### src/rtl/core/uvsg_pkg.sv
// ----------------------------------------------------------------------------
// UV sphere vertex generator package
// Shared types, constants and helper functions of the vertex generator.
// ----------------------------------------------------------------------------
`default_nettype none

package uvsg_pkg;

   // Field widths.
   localparam int IDX_W  = 9;
   localparam int CNT_W  = 9;
   localparam int RAD_W  = 15;
   localparam int CSR_W  = 15;
   localparam int BASE_W = 17;
   localparam int TEX_W  = 17;
   localparam int OUT_W  = 16;

   // Register indices of the configuration port.
   localparam int CSR_ADDR_W = 2;
   localparam logic [CSR_ADDR_W-1:0] CSR_RADIUS  = 2'd0;
   localparam logic [CSR_ADDR_W-1:0] CSR_SECTORS = 2'd1;
   localparam logic [CSR_ADDR_W-1:0] CSR_STACKS  = 2'd2;

   localparam logic [RAD_W-1:0] RADIUS_RST  = 15'd4506;
   localparam logic [CNT_W-1:0] SECTORS_RST = 9'd36;
   localparam logic [CNT_W-1:0] STACKS_RST  = 9'd18;

   // Long division: an integer quotient bit, then fractional bits in stages.
   localparam int DIV_STEPS  = 4;
   localparam int DIV_STAGES = 9;
   localparam int DIV_FRAC   = DIV_STEPS * DIV_STAGES;
   localparam int QUO_W      = DIV_FRAC + 1;
   localparam int REM_W      = CNT_W + 1;

   // Rotation-mode CORDIC.
   localparam int CORDIC_STEPS  = 20;
   localparam int CORDIC_PER_ST = 2;
   localparam int CORDIC_STAGES = CORDIC_STEPS / CORDIC_PER_ST;
   localparam int CX_W          = 34;
   localparam int PH_W          = 32;
   localparam int TRIG_W        = 32;
   localparam logic signed [CX_W-1:0] CORDIC_GAIN = 34'sd652032874;

   localparam int LANE_STACK  = 0;
   localparam int LANE_SECTOR = 1;

   typedef struct packed {
      logic [BASE_W-1:0] next_row_base;
      logic [BASE_W-1:0] row_base;
      logic              lower_tri_valid;
      logic              upper_tri_valid;
   } mesh_type;

   typedef struct packed {
      mesh_type         mesh;
      logic [TEX_W-1:0] tex_t;
      logic [TEX_W-1:0] tex_s;
   } vtx_side_type;

   function automatic logic signed [31:0] atan_entry(input int k);
      logic signed [31:0] a;
      case (k)
         0:  a = 32'sd536870912;
         1:  a = 32'sd316933406;
         2:  a = 32'sd167458907;
         3:  a = 32'sd85004756;
         4:  a = 32'sd42667331;
         5:  a = 32'sd21354465;
         6:  a = 32'sd10679838;
         7:  a = 32'sd5340245;
         8:  a = 32'sd2670163;
         9:  a = 32'sd1335087;
         10: a = 32'sd667544;
         11: a = 32'sd333772;
         12: a = 32'sd166886;
         13: a = 32'sd83443;
         14: a = 32'sd41722;
         15: a = 32'sd20861;
         16: a = 32'sd10430;
         17: a = 32'sd5215;
         18: a = 32'sd2608;
         19: a = 32'sd1304;
         default: a = 32'sd0;
      endcase
      return a;
   endfunction

   function automatic logic signed [OUT_W-1:0] sat16(input logic signed [63:0] v);
      logic signed [OUT_W-1:0] r;
      if (v > 64'sd32767) begin
         r = 16'sh7FFF;
      end else if (v < -64'sd32768) begin
         r = 16'sh8000;
      end else begin
         r = v[OUT_W-1:0];
      end
      return r;
   endfunction

endpackage

`default_nettype wire

### src/rtl/core/uvsg_div.sv
// ----------------------------------------------------------------------------
// Pipelined fraction divider
// Two lanes of restoring long division n/d with n <= d, four quotient bits
// per stage, giving floor(n * 2^36 / d).
// ----------------------------------------------------------------------------
`default_nettype none

module uvsg_div (
   input  logic                                   clock,
   input  logic                                   reset,
   input  logic                                   en,
   input  logic                                   in_vld,
   input  logic [1:0][uvsg_pkg::CNT_W-1:0]        num,
   input  logic [1:0][uvsg_pkg::CNT_W-1:0]        den,
   input  uvsg_pkg::mesh_type                     mesh_in,
   output logic                                   out_vld,
   output logic [1:0][uvsg_pkg::QUO_W-1:0]        quo,
   output uvsg_pkg::mesh_type                     mesh_out
);
   import uvsg_pkg::*;

   logic [DIV_STAGES-1:0]        vld_ff;
   logic [1:0][REM_W-1:0]        rem_ff  [DIV_STAGES];
   logic [1:0][REM_W-1:0]        rem_in  [DIV_STAGES];
   logic [1:0][QUO_W-1:0]        quo_ff  [DIV_STAGES];
   logic [1:0][QUO_W-1:0]        quo_in  [DIV_STAGES];
   logic [1:0][CNT_W-1:0]        den_ff  [DIV_STAGES];
   logic [1:0][CNT_W-1:0]        den_in  [DIV_STAGES];
   mesh_type                     mesh_ff [DIV_STAGES];
   logic [1:0][REM_W-1:0]        src_rem [DIV_STAGES];
   logic [1:0][QUO_W-1:0]        src_quo [DIV_STAGES];
   logic [1:0][CNT_W-1:0]        src_den [DIV_STAGES];

   for (genvar s = 0; s < DIV_STAGES; s++) begin : g_stage
      for (genvar l = 0; l < 2; l++) begin : g_lane
         if (s == 0) begin : g_first
            // The quotient is one only when the numerator equals the divisor.
            assign src_quo[s][l] = QUO_W'(num[l] == den[l]);
            assign src_rem[s][l] = (num[l] == den[l]) ? '0 : REM_W'(num[l]);
            assign src_den[s][l] = den[l];
         end else begin : g_next
            assign src_quo[s][l] = quo_ff[s-1][l];
            assign src_rem[s][l] = rem_ff[s-1][l];
            assign src_den[s][l] = den_ff[s-1][l];
         end
      end

      always_comb begin
         logic [REM_W-1:0] r;
         logic [QUO_W-1:0] q;
         for (int l = 0; l < 2; l++) begin
            r = src_rem[s][l];
            q = src_quo[s][l];
            for (int k = 0; k < DIV_STEPS; k++) begin
               r = {r[REM_W-2:0], 1'b0};
               if (r >= {1'b0, src_den[s][l]}) begin
                  r = r - {1'b0, src_den[s][l]};
                  q = {q[QUO_W-2:0], 1'b1};
               end else begin
                  q = {q[QUO_W-2:0], 1'b0};
               end
            end
            rem_in[s][l] = r;
            quo_in[s][l] = q;
            den_in[s][l] = src_den[s][l];
         end
      end
   end

   always_ff @(posedge clock) begin
      if (reset) begin
         vld_ff <= '0;
      end else if (en) begin
         vld_ff <= {vld_ff[DIV_STAGES-2:0], in_vld};
      end
   end

   always_ff @(posedge clock) begin
      if (en) begin
         rem_ff     <= rem_in;
         quo_ff     <= quo_in;
         den_ff     <= den_in;
         mesh_ff[0] <= mesh_in;
         for (int s = 1; s < DIV_STAGES; s++) begin
            mesh_ff[s] <= mesh_ff[s-1];
         end
      end
   end

   assign out_vld  = vld_ff[DIV_STAGES-1];
   assign quo      = quo_ff[DIV_STAGES-1];
   assign mesh_out = mesh_ff[DIV_STAGES-1];

endmodule

`default_nettype wire

### config.mk
export PLATFORM = sky130hd
export DESIGN_NAME = uvsg_div
export DESIGN_NICKNAME = d
export VERILOG_FILES = /design/src/rtl/core/uvsg_pkg.sv /design/src/rtl/core/uvsg_div.sv
export SDC_FILE = /design/constraint.sdc
export NUM_CORES = 2
export LEC_CHECK = 0
export BUFFER_PORTS_ARGS = -buffer_cell sky130_fd_sc_hd__buf_2
export CAP_MARGIN = 20
export CORE_MARGIN = 4
export CORE_UTILIZATION = 37
export CTS_BUF_LIST = sky130_fd_sc_hd__clkbuf_8
export CTS_CLUSTER_SIZE = 12
export DETAILED_ROUTE_END_ITERATION = 16
export PLACE_DENSITY = 0.61
export SYNTH_ARGS = -nofsm -noshare
export SYNTH_HDL_FRONTEND = slang
export SYNTH_SLANG_ARGS = --single-unit
### constraint.sdc
create_clock -name clock -period 18.2 [get_ports clock]
set_clock_uncertainty 0.05 [all_clocks]
set_input_delay 0 -clock clock [delete_from_list [all_inputs] [get_ports clock]]
set_output_delay 0 -clock clock [all_outputs]
set_load 0.01 [all_outputs]
==> flow_summary.toml <==
[outcome]
run_status = "complete, no violations"

[sta]
timing.final.max_slew_violations = 0
setup_viol = 0
remaining_max_slew_budget_at_the_tightest_pin_pct = 27.07
fmax_mhz = 98.97
unrepaired_setup_endpoints_after_global_routing = "false"
post-route-period-util_pct = 55.52
final_hold_viols = 0
tightestPinTransition_ns = 1.094
totalNegativeSetupSlack_ns = 0
timing.final.crit_period_ns = 10.10

[drt]
firstDrtPassIters = 5
highest_layer = "met4"
viasPerCell = 5.170
routed-via-count = 41567
met2_wire_length_um = 63910
wl_per_cell_um = 16.73
met1_length_um = 62390
drt_iter0_drc = 2124
wirelength_um = 134500
final_antenna_net_count = 0
drc = 0
met3RoutedLength_um = 4759

[floorplan]
io_pins = 187
die_height_um = 418.3
core_sq_um = 167200
dieWidth_um = 418.3
core.rowCount = 150
floorplan.die_area_sq_um = 175000
initial_utilization_pct = 37.25

[placement]
placed_wire_length_estimate_after_detailed_placement_um = 97510
finalWeightedCongestion = 0.8703
quantity_of_i_o_buffers_inserted_on_ports = 186

[synth]
dominantRegCellSynth = "sky130_fd_sc_hd__edfxtp_1"
synth-seq-cells = 999
synth-seq-area-share_pct = 48.01
post_synth_num_cell_types = 93
synth_edf_count = 990
post_synth_instance_area_sq_um = 62300
yosysWarnings = 0
proportion_of_register_bits_with_asynchronous_set_or_reset_after_synthesis_pct = 0
syn_nets = 6045
postSynthAreaPerCell_sq_um = 11.62
synthCells = 5359

[clock_network]
cts_buf_count = 176
clock_insertion_delay_worst_skew_ns = 0.91
clock-root-buffer = "sky130_fd_sc_hd__clkbuf_8"
clkSlewWorstSetupHoldPaths_ns = 0.06
post_cts_resize_count = 0
clock-sinks = 999
tritoncts = "built"
post-cts-setup-buffer-count = 0
ctsLongestPathBuffers = 3
htree_num_levels = 4

[worst_hold_path]
timing.hold.worst_path_depth = 6
min-delay-path-class = "primary input to register"

[worst_setup_path]
worstSetupStartpointType = "register"
reg2reg_slack_ns = 8.10
criticalPathCategory = "register to register"
critPathCaptureType = "register"
worst_ep_required_time_ns = 18.82
crit_fanout = 14
r2r_cells = 32
worst_path_max_delay_cell = "sky130_fd_sc_hd__edfxtp_1"
critPathMaxStageDelay_ns = 0.70
worst-endpoint-arrival_ns = 10.72

[finish]
layout-drive-gt1-share_pct = 14.25
synthToLayoutAreaGrowth_pct = 12.15
register_area_sq_um = 29910
multi_input_comb_area_sq_um = 30220
final.fill_count = 15654
finish.net_count = 6377

[global_route]
grt_pass1_wl_um = 216500
first_global_vias = 41417
largest_net_degree_at_the_start_of_global_routing = 184
grtUsageTotal_pct = 15.09
gr-total-overflow = 0
antenna_violations_before_repair = 2

[job]
cap_viol_max_count = 0
==> flip-flops by register name (all words and copies together) (netlist names) <==
| signal | flops |
|---|---|
| mesh_ff | 324 |
| quo_ff | 304 |
| den_ff | 144 |
| rem_ff | 144 |
| quo | 74 |
| vld_ff | 9 |
==> path summary, 6_finish.rpt <==
path,start,to
hold reg to reg,quo_ff[261],quo_ff[191]
setup / recovery,den_ff[117],rem_ff[115]
hold / removal,num[9],rem_ff[174]
setup reg to reg,den_ff[117],rem_ff[115]
==> area by class of cell <==
cell class	count	share of cell area, %
antenna	5	0.01791
clock buffer	179	3.526
clock inverter	139	1.572
inverter	268	1.440
multi-input combinational	3914	43.26
sequential	999	42.81
tap	2204	3.947
timing repair buffer	332	3.431
==> through the flow <==
step | instance area, sq um | setup WS (ns) | cells | util [%] | hold slack (ns)
global route | 69870 | 7.218 | 8040 | 41.78 | 0.08826
CTS | 69840 | 8.123 | 8033 | 41.76 | 0.02402
global placement | 64990 | 8.055 | 7586 | 38.86 | 0.1272
floorplan | 62300 | 9.672 | 5359 | - | 0.04887
finish | 69870 | 8.096 | 8040 | 41.78 | 0.1509
detailed placement | 64990 | 7.831 | 7586 | 38.86 | 0.1281
==> critical path: cells and delay by family, from the launching register on <==
family / cells / cell delay [ns]
compound gates: 16 / 4.50
simple gates: 8 / 1.88
fa+ha+maj: 4 / 1.32
mux: 2 / 0.83
flops: 1 / 0.70
buf+inv: 2 / 0.57
==> synthesized netlist by cell type, types with 22 or more instances <==
library cell | count | area, sq um
sky130_fd_sc_hd__and3_1 | 27 | 168.9
sky130_fd_sc_hd__nor3_1 | 79 | 395.4
sky130_fd_sc_hd__o21bai_1 | 42 | 315.3
sky130_fd_sc_hd__buf_4 | 116 | 870.8
sky130_fd_sc_hd__xnor2_1 | 256 | 2242
sky130_fd_sc_hd__nor2b_1 | 101 | 631.9
sky130_fd_sc_hd__mux2_2 | 262 | 2950
sky130_fd_sc_hd__o21a_1 | 80 | 600.6
sky130_fd_sc_hd__o31a_1 | 33 | 289.0
sky130_fd_sc_hd__nand2_1 | 224 | 840.8
sky130_fd_sc_hd__o211ai_1 | 27 | 202.7
sky130_fd_sc_hd__a21oi_1 | 392 | 1962
sky130_fd_sc_hd__mux2i_1 | 22 | 220.2
sky130_fd_sc_hd__a31oi_1 | 37 | 231.5
sky130_fd_sc_hd__nand4_1 | 35 | 219.0
sky130_fd_sc_hd__or2_2 | 37 | 231.5
sky130_fd_sc_hd__a211oi_1 | 35 | 262.8
sky130_fd_sc_hd__buf_2 | 39 | 195.2
sky130_fd_sc_hd__or3_1 | 24 | 150.1
sky130_fd_sc_hd__edfxtp_1 | 990 | 29730
sky130_fd_sc_hd__xor2_1 | 184 | 1612
sky130_fd_sc_hd__o31ai_1 | 46 | 345.3
sky130_fd_sc_hd__and2_1 | 105 | 656.9
sky130_fd_sc_hd__inv_1 | 257 | 964.7
sky130_fd_sc_hd__nand3_1 | 51 | 255.2
sky130_fd_sc_hd__a21o_1 | 170 | 1276
sky130_fd_sc_hd__mux2_1 | 51 | 574.3
sky130_fd_sc_hd__nor2_1 | 389 | 1460
sky130_fd_sc_hd__o21ai_0 | 245 | 1226
sky130_fd_sc_hd__ha_1 | 592 | 7407
sky130_fd_sc_hd__nand2b_1 | 47 | 294.0
sky130_fd_sc_hd__a221o_1 | 27 | 270.3
==> routing by layer <==
metal  up-vias  global-route usage (%)
met4         0                   4.905
met5         -                       0
met2       688                   25.47
met1     19943                   19.61
met3       223                   2.703
li1      20713                       -
==> cells in the final DEF (no fill, tap or decap), drive strengths merged, types with 16 or more instances in the layout <==
cell / netlist / final
o31a: 33 / 33
edfxtp: 990 / 990
inv: 267 / 327
a21o: 170 / 170
a21oi: 403 / 403
dlygate4sd3: 0 / 129
nor3: 81 / 81
nor4: 18 / 18
o21a: 80 / 80
ha: 592 / 592
fa: 18 / 18
nand4: 35 / 35
or2: 37 / 37
clkinv: 1 / 65
clkbuf: 18 / 179
o31ai: 49 / 49
mux2: 321 / 321
a211oi: 36 / 36
nand2: 224 / 224
xnor2: 256 / 256
o21bai: 43 / 43
o41ai: 20 / 20
nor2: 404 / 404
xor2: 184 / 184
o211ai: 27 / 27
buf: 160 / 203
nand2b: 47 / 47
and2: 107 / 107
a31oi: 39 / 39
nor2b: 101 / 101
o21ai: 259 / 259
or3: 24 / 24
a211o: 16 / 16
a221o: 27 / 27
and3: 27 / 27
mux2i: 22 / 22
nand3: 52 / 52
==> cells by family (layout without fill, tap and decap cells) <==
group                    Yosys count  after routing  synth area share (%)
flip-flops                       999            999                 48.01
adder cells (fa/ha/maj)          610            610                 12.47
AND/OR/NAND/NOR                 1198           1198                 9.705
XOR/XNOR                         440            440                 6.186
other                              0              5                     0
multiplexers                     343            343                 6.204
AO/OA/AOI/OAI                   1323           1323                 13.95
buffers and inverters            446            918                 3.477
==> timing repair <==
| action | in CTS | in global routing |
|---|---|---|
| endpoints found under the hold margin | 225 | 0 |
| hold buffers | 129 | 0 |
| endpoints found under the setup margin | 0 | 0 |
Power is not shown: default switching activity piles up to over one toggle a cycle in this logic, so the estimate is an artifact.
